<file path="src/sv/assert_macros.svh">
// Assertion macros shared by the decoder modules.
// Needs a clock named clk_i and an active-low reset named rst_ni in the using scope.
`ifndef ASSERT_MACROS_SVH
`define ASSERT_MACROS_SVH

`ifndef SYNTH

`define ASSERT_PROP(name, prop) \
  name: assert property (@(posedge clk_i) disable iff (!rst_ni) prop) \
    else $error("assertion failed");

`define ASSERT_NEVER(name, cond) \
  name: assert property (@(posedge clk_i) disable iff (!rst_ni) !(cond)) \
    else $error("forbidden condition seen");

`else

`define ASSERT_PROP(name, prop)
`define ASSERT_NEVER(name, cond)

`endif

`endif

</file>
<file path="src/sv/ctcgd_pkg.sv">
// Shared constants and types of the CTC greedy decoder.
// No dependencies.
package ctcgd_pkg;

  localparam int unsigned ScoreW         = 16;
  localparam int unsigned LaneW          = 4;
  localparam int unsigned NumClassesDef  = 128;
  localparam int unsigned MaxFramesDef   = 4096;
  localparam int unsigned QueueDepthDef  = 2;

  // Frame-level flags carried with one request from the front to the back.
  typedef struct packed {
    logic frame_end;
    logic seq_end;
  } frame_flags_t;

endpackage

</file>
<file path="src/sv/ctcgd_fifo.sv">
// Small register-based FIFO used between the decoder parts and at the result side.
// Depends on assert_macros.svh.
`include "assert_macros.svh"

module ctcgd_fifo #(
  parameter int unsigned WIDTH = 8,
  parameter int unsigned DEPTH = 2
) (
  input  logic             clk_i,
  input  logic             rst_ni,
  input  logic             push_i,
  input  logic [WIDTH-1:0] data_i,
  output logic             full_o,
  input  logic             pop_i,
  output logic [WIDTH-1:0] data_o,
  output logic             empty_o
);

  localparam int unsigned PtrW = (DEPTH > 1) ? $clog2(DEPTH) : 1;
  localparam int unsigned CntW = $clog2(DEPTH + 1);
  localparam logic [CntW-1:0] CntFull = CntW'(DEPTH);
  localparam logic [PtrW-1:0] PtrMax = PtrW'(DEPTH - 1);

  logic [WIDTH-1:0] mem [DEPTH];
  logic [PtrW-1:0]  wr_ptr_q, wr_ptr_d;
  logic [PtrW-1:0]  rd_ptr_q, rd_ptr_d;
  logic [CntW-1:0]  count_q, count_d;
  logic             do_push, do_pop;

  assign full_o  = (count_q == CntFull);
  assign empty_o = (count_q == '0);
  assign do_push = push_i && !full_o;
  assign do_pop  = pop_i && !empty_o;
  assign data_o  = mem[rd_ptr_q];

  // Pointers wrap at the last entry, so any depth works.
  always_comb begin
    wr_ptr_d = wr_ptr_q;
    rd_ptr_d = rd_ptr_q;
    if (do_push) begin
      wr_ptr_d = (wr_ptr_q == PtrMax) ? '0 : wr_ptr_q + 1'b1;
    end
    if (do_pop) begin
      rd_ptr_d = (rd_ptr_q == PtrMax) ? '0 : rd_ptr_q + 1'b1;
    end
    count_d  = count_q;
    if (do_push && !do_pop) begin
      count_d = count_q + 1'b1;
    end else if (do_pop && !do_push) begin
      count_d = count_q - 1'b1;
    end
  end

  always_ff @(posedge clk_i or negedge rst_ni) begin
    if (!rst_ni) begin
      wr_ptr_q <= '0;
      rd_ptr_q <= '0;
      count_q  <= '0;
    end else begin
      wr_ptr_q <= wr_ptr_d;
      rd_ptr_q <= rd_ptr_d;
      count_q  <= count_d;
    end
  end

  always_ff @(posedge clk_i) begin
    if (do_push) begin
      mem[wr_ptr_q] <= data_i;
    end
  end

  `ASSERT_NEVER(a_count_overflow, count_q > CntFull)
  `ASSERT_PROP(a_ptrs_meet_when_empty, (count_q == '0) |-> (rd_ptr_q == wr_ptr_q))
  `ASSERT_PROP(a_push_only_grows, (do_push && !do_pop) |=> (count_q == $past(count_q) + 1'b1))

endmodule

</file>
<file path="src/sv/ctcgd_front.sv">
// Front part: tracks the running first maximum of the current frame and
// issues one request per frame end or sequence end. Depends on ctcgd_pkg.
module ctcgd_front #(
  parameter int unsigned NUM_CLASSES = ctcgd_pkg::NumClassesDef
) (
  input  logic                            clk_i,
  input  logic                            rst_ni,
  input  logic                            item_valid_i,
  input  logic [ctcgd_pkg::ScoreW-1:0]    score_i,
  input  logic                            frame_end_i,
  input  logic                            sequence_end_i,
  output logic                            req_valid_o,
  output logic [ctcgd_pkg::ScoreW-1:0]    req_score_o,
  output logic [$clog2(NUM_CLASSES)-1:0]  req_class_o,
  output ctcgd_pkg::frame_flags_t         req_flags_o
);

  localparam int unsigned ClassW = $clog2(NUM_CLASSES);
  localparam logic [ClassW-1:0] ClassMax = ClassW'(NUM_CLASSES - 1);

  logic [ClassW-1:0]            class_cnt_q, class_cnt_d;
  logic [ctcgd_pkg::ScoreW-1:0] best_score_q, best_score_d;
  logic [ClassW-1:0]            best_class_q, best_class_d;
  logic                         take;
  logic [ctcgd_pkg::ScoreW-1:0] cur_score;
  logic [ClassW-1:0]            cur_class;
  logic                         close;

  // The first class of a frame always wins; later ones only on a strictly higher score.
  assign take      = (class_cnt_q == '0) || (score_i > best_score_q);
  assign cur_score = take ? score_i : best_score_q;
  assign cur_class = take ? class_cnt_q : best_class_q;
  assign close     = frame_end_i || sequence_end_i;

  assign req_valid_o           = item_valid_i && close;
  assign req_score_o           = cur_score;
  assign req_class_o           = cur_class;
  assign req_flags_o.frame_end = frame_end_i;
  assign req_flags_o.seq_end   = sequence_end_i;

  always_comb begin
    class_cnt_d  = class_cnt_q;
    best_score_d = best_score_q;
    best_class_d = best_class_q;
    if (item_valid_i) begin
      if (close) begin
        class_cnt_d  = '0;
        best_score_d = '0;
        best_class_d = '0;
      end else begin
        best_score_d = cur_score;
        best_class_d = cur_class;
        if (class_cnt_q != ClassMax) begin
          class_cnt_d = class_cnt_q + 1'b1;
        end
      end
    end
  end

  always_ff @(posedge clk_i or negedge rst_ni) begin
    if (!rst_ni) begin
      class_cnt_q  <= '0;
      best_score_q <= '0;
      best_class_q <= '0;
    end else begin
      class_cnt_q  <= class_cnt_d;
      best_score_q <= best_score_d;
      best_class_q <= best_class_d;
    end
  end

endmodule

</file>
<file path="src/sv/ctcgd_back.sv">
// Back part: applies frame results to the pending segment and emits closed segments.
// Depends on ctcgd_pkg and assert_macros.svh.
`include "assert_macros.svh"

module ctcgd_back #(
  parameter int unsigned NUM_CLASSES = ctcgd_pkg::NumClassesDef,
  parameter int unsigned MAX_FRAMES  = ctcgd_pkg::MaxFramesDef
) (
  input  logic                            clk_i,
  input  logic                            rst_ni,
  input  logic                            req_valid_i,
  input  logic [ctcgd_pkg::ScoreW-1:0]    req_score_i,
  input  logic [$clog2(NUM_CLASSES)-1:0]  req_class_i,
  input  ctcgd_pkg::frame_flags_t         req_flags_i,
  output logic                            req_pop_o,
  input  logic                            out_full_i,
  output logic                            out_push_o,
  output logic [$clog2(NUM_CLASSES)-1:0]  out_label_o,
  output logic [$clog2(MAX_FRAMES)-1:0]   out_frame_o
);

  localparam int unsigned ClassW = $clog2(NUM_CLASSES);
  localparam int unsigned FrameW = $clog2(MAX_FRAMES);
  localparam logic [FrameW-1:0] FrameMax = FrameW'(MAX_FRAMES - 1);

  logic                         pend_valid_q, pend_valid_d;
  logic [ctcgd_pkg::ScoreW-1:0] pend_score_q, pend_score_d;
  logic [ClassW-1:0]            pend_class_q, pend_class_d;
  logic [FrameW-1:0]            pend_frame_q, pend_frame_d;
  logic [FrameW-1:0]            frame_cnt_q, frame_cnt_d;
  logic                         take_req;
  logic                         blank_win;

  // A request is only taken when the result queue has room for a possible emit.
  assign take_req    = req_valid_i && !out_full_i;
  assign req_pop_o   = take_req;
  assign blank_win   = req_flags_i.frame_end && (req_class_i == '0);
  assign out_push_o  = take_req && blank_win && pend_valid_q;
  assign out_label_o = pend_class_q;
  assign out_frame_o = pend_frame_q;

  always_comb begin
    pend_valid_d = pend_valid_q;
    pend_score_d = pend_score_q;
    pend_class_d = pend_class_q;
    pend_frame_d = pend_frame_q;
    frame_cnt_d  = frame_cnt_q;
    if (take_req) begin
      if (req_flags_i.frame_end) begin
        if (blank_win) begin
          pend_valid_d = 1'b0;
          pend_score_d = '0;
          pend_class_d = '0;
          pend_frame_d = '0;
        end else if (req_score_i > pend_score_q) begin
          pend_valid_d = 1'b1;
          pend_score_d = req_score_i;
          pend_class_d = req_class_i;
          pend_frame_d = frame_cnt_q;
        end
        if (frame_cnt_q != FrameMax) begin
          frame_cnt_d = frame_cnt_q + 1'b1;
        end
      end
      if (req_flags_i.seq_end) begin
        pend_valid_d = 1'b0;
        pend_score_d = '0;
        pend_class_d = '0;
        pend_frame_d = '0;
        frame_cnt_d  = '0;
      end
    end
  end

  always_ff @(posedge clk_i or negedge rst_ni) begin
    if (!rst_ni) begin
      pend_valid_q <= 1'b0;
      pend_score_q <= '0;
      pend_class_q <= '0;
      pend_frame_q <= '0;
      frame_cnt_q  <= '0;
    end else begin
      pend_valid_q <= pend_valid_d;
      pend_score_q <= pend_score_d;
      pend_class_q <= pend_class_d;
      pend_frame_q <= pend_frame_d;
      frame_cnt_q  <= frame_cnt_d;
    end
  end

  `ASSERT_PROP(a_seq_end_clears, (take_req && req_flags_i.seq_end) |=> (!pend_valid_q && (frame_cnt_q == '0)))
  `ASSERT_PROP(a_emit_has_label, out_push_o |-> (pend_class_q != '0))
  `ASSERT_PROP(a_pending_score_nonzero, pend_valid_q |-> (pend_score_q != '0))
  `ASSERT_PROP(a_frame_cnt_saturates, (take_req && !req_flags_i.seq_end && (frame_cnt_q == FrameMax)) |=> (frame_cnt_q == FrameMax))

endmodule

</file>
<file path="src/sv/ctc_greedy_decoder.sv">
// CTC greedy decoder for one selected lane. Accepts one score item per cycle unless full;
// frame requests pass the request queue and results the result queue. Sustained throughput
// is one item per cycle while no queue is full, set by the combinational front compare and
// the one request per cycle back update. Asynchronous active-low reset clears the frame and
// segment state, both queues and the lane select (lane 0); no clearing pass is needed.
module ctc_greedy_decoder #(
  parameter int unsigned NUM_CLASSES = ctcgd_pkg::NumClassesDef,
  parameter int unsigned MAX_FRAMES  = ctcgd_pkg::MaxFramesDef,
  parameter int unsigned QUEUE_DEPTH = ctcgd_pkg::QueueDepthDef
) (
  input  logic                           clk_i,
  input  logic                           rst_ni,
  input  logic                           cfg_valid_i,
  output logic                           cfg_ready_o,
  input  logic [ctcgd_pkg::LaneW-1:0]    cfg_data_i,
  input  logic                           push,
  output logic                           full,
  input  logic [ctcgd_pkg::ScoreW-1:0]   score_i,
  input  logic [ctcgd_pkg::LaneW-1:0]    lane_i,
  input  logic                           frame_end_i,
  input  logic                           sequence_end_i,
  output logic                           empty,
  input  logic                           pop,
  output logic [$clog2(NUM_CLASSES)-1:0] label_o,
  output logic [$clog2(MAX_FRAMES)-1:0]  frame_index_o
);

  localparam int unsigned ClassW = $clog2(NUM_CLASSES);
  localparam int unsigned FrameW = $clog2(MAX_FRAMES);
  localparam int unsigned ReqW   = ctcgd_pkg::ScoreW + ClassW + 2;
  localparam int unsigned OutW   = ClassW + FrameW;

  logic [ctcgd_pkg::LaneW-1:0]  lane_sel_q;
  logic                         item_valid;
  logic                         fr_req_valid;
  logic [ctcgd_pkg::ScoreW-1:0] fr_req_score;
  logic [ClassW-1:0]            fr_req_class;
  ctcgd_pkg::frame_flags_t      fr_req_flags;
  logic [ReqW-1:0]              req_wdata, req_rdata;
  logic                         req_full, req_empty, req_pop;
  logic [ctcgd_pkg::ScoreW-1:0] bk_req_score;
  logic [ClassW-1:0]            bk_req_class;
  ctcgd_pkg::frame_flags_t      bk_req_flags;
  logic                         out_full, out_push;
  logic [ClassW-1:0]            out_label;
  logic [FrameW-1:0]            out_frame;
  logic [OutW-1:0]              out_wdata, out_rdata;

  assign cfg_ready_o = 1'b1;

  always_ff @(posedge clk_i or negedge rst_ni) begin
    if (!rst_ni) begin
      lane_sel_q <= '0;
    end else if (cfg_valid_i && cfg_ready_o) begin
      lane_sel_q <= cfg_data_i;
    end
  end

  // Items of other lanes are accepted and dropped without touching any state.
  assign full       = req_full;
  assign item_valid = push && !req_full && (lane_i == lane_sel_q);

  ctcgd_front #(
    .NUM_CLASSES (NUM_CLASSES)
  ) u_front (
    .clk_i          (clk_i),
    .rst_ni         (rst_ni),
    .item_valid_i   (item_valid),
    .score_i        (score_i),
    .frame_end_i    (frame_end_i),
    .sequence_end_i (sequence_end_i),
    .req_valid_o    (fr_req_valid),
    .req_score_o    (fr_req_score),
    .req_class_o    (fr_req_class),
    .req_flags_o    (fr_req_flags)
  );

  assign req_wdata = {fr_req_score, fr_req_class, fr_req_flags};

  ctcgd_fifo #(
    .WIDTH (ReqW),
    .DEPTH (QUEUE_DEPTH)
  ) u_req_fifo (
    .clk_i   (clk_i),
    .rst_ni  (rst_ni),
    .push_i  (fr_req_valid),
    .data_i  (req_wdata),
    .full_o  (req_full),
    .pop_i   (req_pop),
    .data_o  (req_rdata),
    .empty_o (req_empty)
  );

  assign bk_req_score = req_rdata[ReqW-1 -: ctcgd_pkg::ScoreW];
  assign bk_req_class = req_rdata[ClassW+1 : 2];
  assign bk_req_flags = ctcgd_pkg::frame_flags_t'(req_rdata[1:0]);

  ctcgd_back #(
    .NUM_CLASSES (NUM_CLASSES),
    .MAX_FRAMES  (MAX_FRAMES)
  ) u_back (
    .clk_i       (clk_i),
    .rst_ni      (rst_ni),
    .req_valid_i (!req_empty),
    .req_score_i (bk_req_score),
    .req_class_i (bk_req_class),
    .req_flags_i (bk_req_flags),
    .req_pop_o   (req_pop),
    .out_full_i  (out_full),
    .out_push_o  (out_push),
    .out_label_o (out_label),
    .out_frame_o (out_frame)
  );

  assign out_wdata = {out_label, out_frame};

  ctcgd_fifo #(
    .WIDTH (OutW),
    .DEPTH (QUEUE_DEPTH)
  ) u_out_fifo (
    .clk_i   (clk_i),
    .rst_ni  (rst_ni),
    .push_i  (out_push),
    .data_i  (out_wdata),
    .full_o  (out_full),
    .pop_i   (pop),
    .data_o  (out_rdata),
    .empty_o (empty)
  );

  assign label_o       = out_rdata[OutW-1 -: ClassW];
  assign frame_index_o = out_rdata[FrameW-1:0];

endmodule
</file>
<file path="config.mk">
export PLATFORM = sky130hd
export DESIGN_NAME = ctc_greedy_decoder
export DESIGN_NICKNAME = d
export VERILOG_FILES = /design/src/sv/ctcgd_pkg.sv /design/src/sv/ctcgd_fifo.sv /design/src/sv/ctcgd_front.sv /design/src/sv/ctcgd_back.sv /design/src/sv/ctc_greedy_decoder.sv
export VERILOG_INCLUDE_DIRS = /design/src /design/src/sv
export SDC_FILE = /design/constraint.sdc
export NUM_CORES = 1
export LEC_CHECK = 0
export ABC_AREA = 0
export BUFFER_PORTS_ARGS = -buffer_cell sky130_fd_sc_hd__buf_2
export CORE_UTILIZATION = 30
export CTS_CLUSTER_DIAMETER = 200
export CTS_CLUSTER_SIZE = 20
export DETAILED_ROUTE_END_ITERATION = 7
export GPL_TIMING_DRIVEN = 0
export PLACE_DENSITY = 0.53
export SETUP_SLACK_MARGIN = 0.05
export SYNTH_ARGS = -nofsm -noshare
export SYNTH_HDL_FRONTEND = slang
export SYNTH_SLANG_ARGS = --single-unit
</file>
<file path="constraint.sdc">
create_clock -name clk_i -period 4 [get_ports clk_i]
set_clock_uncertainty 0.15 [all_clocks]
set_input_delay 0.2 -clock clk_i [delete_from_list [all_inputs] [get_ports clk_i]]
set_output_delay 0.2 -clock clk_i [all_outputs]
set_load 0.05 [all_outputs]
</file>
; Word level (Yosys, flattened, before mapping)
; Memories as Yosys holds them, arrays and structs flattened.
; Cells that the tools add are included.
[word_totals]
reg_bits = 90
mem_bits_rw = 88
output_inout_bits = 22
elab_cells = 109
n_memories = 2
[classes]
n_addsub = 10
magnitude_cmp = 2
n_eq_ne = 5
n_mux = 37
reduce_logical = 38
[memory_table]
columns = name, depth, width, rd, rd_clocked_by_memory_dff, wr, line_no
row1 = u_req_fifo.mem, 2, 25, 1, 0, 1, ctcgd_fifo.sv:24  ; logic [WIDTH-1:0] mem [DEPTH];
row2 = u_out_fifo.mem, 2, 19, 1, 0, 1, ctcgd_fifo.sv:24
[ops]
columns = operator, count
row1 = $mux 16, 6
row2 = $mux 12, 7
row3 = $mux 7, 8
row4 = $gt 16x16->1, 2
row5 = $logic_and 1x1->1, 15
row6 = $logic_not 7->1, 2
row7 = $add 12x1->12 const B, 1
row8 = $mux 1, 12
row9 = $ne 12x12->1 const B, 1
row10 = $reduce_bool 2->1, 5
row11 = $logic_not 1->1, 8
row12 = $mux 2, 4
row13 = $add 7x1->7 const B, 1
row14 = $ne 7x7->1 const B, 1
row15 = $reduce_and 3->1, 2
row16 = $add 1x1->1 const B, 4
row17 = $add 2x1->2 const B, 2
row18 = $eq 2x2->1 const B, 2
row19 = $eq 4x4->1, 1
row20 = $logic_not 2->1, 2
row21 = $sub 2x1->2 const B, 2
row22 = $reduce_bool 3->1, 1
row23 = $logic_or 1x1->1, 2
row24 = $reduce_and 2->1, 1

; Longest topological paths before layout
[logic_depth]
depth_word = 10
depth_mapped = 12
depth_no_buf = 8

; Hierarchy
; From an unflattened synthesis, not the netlist that was laid out.
[hier_totals]
cells_unflattened = 608
area_unflattened_um2 = 8418.1
[by_module_without_submodules]
columns = mod, instances, cells_each, area_per_inst_um2, seq_area_each_um2
row1 = ctcgd_back, 1, 221, 2466.1, 1201.2
row2 = ctcgd_fifo at u_req_fifo, 1, 97, 2102.0, 1601.5
row3 = ctcgd_front, 1, 190, 2064.5, 750.7
row4 = ctcgd_fifo at u_out_fifo, 1, 78, 1566.5, 1241.2
row5 = ctc_greedy_decoder, 1, 22, 219.0, 100.1

; Worst setup path after synthesis
; No wires, ideal clock.
[synth_path]
kind = reg-to-reg
from = register u_req_fifo.rd_ptr_q
to = memory u_out_fifo.mem[0][0] (netlist bit) (enable)
setup_time_ps = 444
arrival_time_ps = 3039
t_required_ps = 3406
slack_ps = 368
stages_incl_launch_ff = 5
n_path_buf = 0
cell_sequence = dfrtp_1 -> or4b_1 -> o22ai_1 -> nand2_1 -> nor4_1
[synth_between]
elab_chain_len = 8
[synth_rtl]
columns = item, line_no
row1 = from (decl), ctcgd_fifo.sv:26  ; logic [PtrW-1:0] rd_ptr_q, rd_ptr_d;
row2 = from (signal assigned), ctcgd_fifo.sv:61  ; rd_ptr_q <= rd_ptr_d;
row3 = $mem_v2 2x25 (*), n/a
row4 = $logic_not 7->1, ctcgd_back.sv:37  ; assign blank_win = req_flags_i.frame_end && (req_class_i == '0);
row5 = $logic_and 1x1->1 (*), ctcgd_back.sv:37
row6 = $logic_and 1x1->1 (*) (2 in series), ctcgd_back.sv:38  ; assign out_push_o = take_req && blank_win && pend_valid_q;
row7 = $logic_and 1x1->1 (*), ctcgd_fifo.sv:32  ; assign do_push = push_i && !full_o;
row8 = $mux 1 (*), ctcgd_fifo.sv:67  ; if (do_push) begin
row9 = $mux 1 (not written as such) (*), ctcgd_fifo.sv:68  ; mem[wr_ptr_q] <= data_i;
row10 = to (decl), ctcgd_fifo.sv:24
; Every way passes the cells marked *; elsewhere a longest branch is shown, timed or not.

; Worst setup path in the final report
[layout_path]
from = register u_req_fifo.rd_ptr_q
to = register u_back.pend_score_q[15] (netlist bit)
[layout_between]
elab_chain_len = 6
word_cells_on_any_way = 11
cone_classes = order compare (1) / mux (4) / reduce/logical (5) / memory (1)
[layout_rtl]
columns = item, line_no
row1 = $mem_v2 2x25 (*), n/a
row2 = branches (longest 5 deep; another with $gt 16x16->1), n/a
row3 = to (signal assigned), ctcgd_back.sv:84  ; pend_score_q <= pend_score_d;
row4 = to (decl), ctcgd_back.sv:27  ; logic [ctcgd_pkg::ScoreW-1:0] pend_score_q, pend_score_d;
; Every way passes the cells marked *. The select of a mux whose other input is x is not followed.
; A chain may end at the register's enable or synchronous reset.

==> summary.md <==
| Metric | Value |
|---|---|
| Post-synth top area cell | `edfxtp_1` |
| WL/cell | `15.29 µm` |
| Number of synthesized flops with an enable pin | `88` |
| Critical path arrival | `3.77 ns` |
| Most common cell in the netlist | `dfrtp_1` |
| Sequential share of power | `0.380` |
| Clk pwr share | `0.250` |
| Worst skew pair latency | `0.43 ns` |
| Unrepaired setup endpoints after global routing | `no` |
| Most area-consuming cells after synthesis | `edfxtp_1 32%, dfrtp_1 27%, mux2_2 7.5%, ha_1 5.6%, a22o_1 3.0%` |
| Final hold violations | `0` |
| Post-synthesis register bit count | `178` |
| FP Rows | `60` |
| Final setup viols | `0` |
| Antenna cells | `0` |
| Die Y | `167.7 µm` |
| Critical path peak fanout | `10` |
| Pint | `0.004214 W` |
| Crit-path most repeated cell | `buf_2` |
| Worst-path clk slew | `0.07 ns` |
| Synth warn | `0` |
| Total power draw | `0.006643 W` |
| Share of power burned in combinational logic | `0.370` |
| Final cycle utilization of the critical path | `0.8902` |
| Slew HR | `0.2325` |
| Post-Syn Instances | `629` |
| CP top delay family | `buffers and inverters` |
| Startpoint types | `flop` |
| Starting density of the core | `0.3055` |
| DRT iter0 DRCs | `250` |
| Kind of critical path | `flop to flop` |
| Routed Antenna Nets | `0` |
| Fin Setup TNS | `0 ns` |
| Final Max Slew Viols | `0` |
| Leakage | `4.047 nW` |
| Vias | `5095` |
| PortBufs | `51` |
| Number of fill cells | `2614` |
| Crit path buffers/inverters | `3` |
| Post-CTS setup buffers | `0` |
| Aggregate routed wire length | `16570 µm` |
| Final global-route overflow total | `0` |
| DIE WIDTH | `167.7 µm` |
| Synth async-reset ratio | `0.5056` |
| Antenna violations before repair | `0` |
| Yosys cell types | `55` |
| First-pass GRT wire length | `27550 µm` |
| Run status | `complete, no violations` |
| Layout Nets | `798` |
| Max Clk Rate | `280.8 MHz` |
| GRT Total Usage | `0.1253` |
| Sequential fraction of the synthesis area | `0.5944` |
| Critical path capture point type | `flop` |
| Avg Cell Area, Syn | `13.09 µm²` |
| Crit. Startpoint | `u_req_fifo.rd_ptr_q` |
| Min-delay src | `pop` |
| DRC errors left | `0` |
| Placed wire-length estimate | `11770 µm` |
| Post-synth top cells | `90 x dfrtp_1, 88 x edfxtp_1, 55 x mux2_2` |
| CP max stage delay | `0.47 ns` |
| P_sw | `0.002429 W` |
| Post-Syn Area | `8234 µm²` |
| Drt pass-1 iters | `4` |
| Gpl congestion | `0.7623` |
| Area Overhead vs Synth | `19.65%` |
| Root Buffer | `clkbuf_16` |
| Worst-margin pin slew | `1.151 ns` |
| CTS tree | `yes` |
| Sw frac | `0.3656` |
| Reg-to-Reg Start | `u_req_fifo.rd_ptr_q` |
| Mapped Nets | `697` |
| Post-synth top area share | `0.3209` |
| H-tree depth | `4` |
| Max IR drop VDD | `0.2450 mV` |
| Critical path's slowest cell | `nor4_1` |
| Via-to-Cell Ratio | `4.700` |
| Power per standard cell area | `674.3 nW/µm²` |
| CTS max path bufs | `2` |
| Top-Level Pins | `53` |
| Die area | `28110 µm²` |
| Num CTS Buffers | `17` |
| Worst path cell trace | `buf_2 -> buf_2 -> mux2_2 -> ha_1 -> nand4_1 -> nor4_1 -> a31oi_1 -> o21ai_2 -> buf_2 -> a22o_1` |
| Top FF cell, synth | `dfrtp_1` |
| Clock Sinks | `178` |
| Largest net degree at the start of global routing | `51` |
| Core footprint | `26950 µm²` |
| Tmin final | `3.561 ns` |
| Number of max-cap violations | `0` |
| Req. time, crit path | `4.21 ns` |
| Layout cell share with drive strength beyond 1 | `0.2315` |
| HP Class | `input pin to flop` |
| Vias in the first global route | `5237` |
## what timing repair did
action                                 4_1_cts  5_1_grt
endpoints found under the hold margin       82        0
setup endpoints to repair                   31       10
hold buffers                                27        0
gates resized for setup                      3        2
## stage by stage
step                setup WS (ns)  instances  area [µm²]  hold slack [ns]    util
global route               0.1216       1084        9852          0.04705  0.3656
detailed placement        -0.1697       1025        8995           0.1125  0.3338
floorplan                  0.3676        629        8234          -0.2456       -
finish                     0.4391       1084        9852          0.01663  0.3656
global placement          -0.9591       1021        8916           0.2863  0.3308
CTS                        0.2541       1084        9851          0.01901  0.3655
## cells by family (layout without fill, tap and decap cells)
family,Yosys count,after routing,synth area share
flops,178,178,0.5944
simple gates,145,145,0.09558
compound gates,119,119,0.1096
mux,64,64,0.08616
buf+inv,61,175,0.03206
fa+ha+maj,37,37,0.05622
xor+xnor,24,24,0.02553
other cells,1,1,0.0004554
## worst register-to-register path, stage by stage (launching register included)
cell and delay (ns):
dfrtp_1 0.39, buf_2 0.26, buf_2 0.33, mux2_2 0.41, ha_1 0.29, nand4_1 0.16
nor4_1 0.47, a31oi_1 0.16, o21ai_2 0.38, buf_2 0.32, a22o_1 0.17
## cell type report
type                    count  area (µm²)  area share
clock inverters            14       150.1     0.01524
clock buffers              18       429.2     0.04356
repair buffers             82       589.3     0.05982
multi-input cells         390        3094      0.3141
well taps                 341       426.7     0.04331
inverters                  38       142.6     0.01448
flip-flops and latches    178        4895      0.4968
plain buffers              23       125.1     0.01270
## per-layer routing
layer	wire, µm	part of all wire	track usage
met1	8167	0.49	0.1690
met2	7744	0.47	0.1978
met4	273	0.016	0.04667
met3	388	0.023	0.02600
met5	0	0	0
## final timing paths
path | slack, ns | to | cells after the start
setup reg to reg | 0.44 | u_back.pend_score_q[15] | 10
hold reg to reg | 0.33 | u_out_fifo.mem[1][0] | 0
min in group asynchronous | 0.19 | u_back.pend_score_q[10] | 2
max in group asynchronous | 2.85 | u_req_fifo.count_q[1] | 3
hold / removal | 0.02 | u_out_fifo.rd_ptr_q | 3
setup / recovery | 0.44 | u_back.pend_score_q[15] | 10
## sequential cells by signal, summed over array words and instances (netlist names), 4 cells and up
name / flops
lane_sel_q: 4
u_back.frame_cnt_q: 12
u_back.out_frame_o: 12
u_back.out_label_o: 7
u_back.pend_score_q: 16
u_front.best_class_q: 7
u_front.best_score_q: 16
u_front.class_cnt_q: 7
u_out_fifo.mem: 38
u_req_fifo.mem: 50
## power groups by stage
stage	sequential [W]	clock, W	combinational (W)
final	0.00252	0.00166	0.00246
after detailed placement	0.00255	0	0.00245
after global placement	0.00254	0	0.00242
after CTS	0.00252	0.00170	0.00249
after floorplan	0.00249	0	0.00189
after global routing	0.00256	0.00178	0.00272
## layout by cell type (no fill, tap or decap), types with 3 or more instances in the layout
| master | count |
|---|---|
| edfxtp_1 | 88 |
| and3_1 | 7 |
| clkinv_2 | 3 |
| mux2_2 | 55 |
| nor2b_1 | 10 |
| inv_1 | 38 |
| o22ai_1 | 5 |
| buf_4 | 4 |
| a221o_1 | 24 |
| ha_1 | 37 |
| mux2i_1 | 9 |
| nand3_1 | 16 |
| dlygate4sd3_1 | 27 |
| nor3_1 | 3 |
| nor2_1 | 38 |
| nor4_2 | 3 |
| dfrtp_1 | 90 |
| nor4_1 | 3 |
| or3_1 | 3 |
| buf_6 | 3 |
| nand4_1 | 12 |
| inv_6 | 5 |
| o21ai_0 | 21 |
| xnor2_1 | 10 |
| a22o_1 | 28 |
| buf_2 | 62 |
| nand2_1 | 28 |
| xor2_1 | 14 |
| a21oi_1 | 21 |
| clkbuf_1 | 7 |
| o2bb2ai_1 | 7 |
| clkbuf_16 | 17 |
| and2_1 | 6 |
Power figures use the tool's default switching activity.
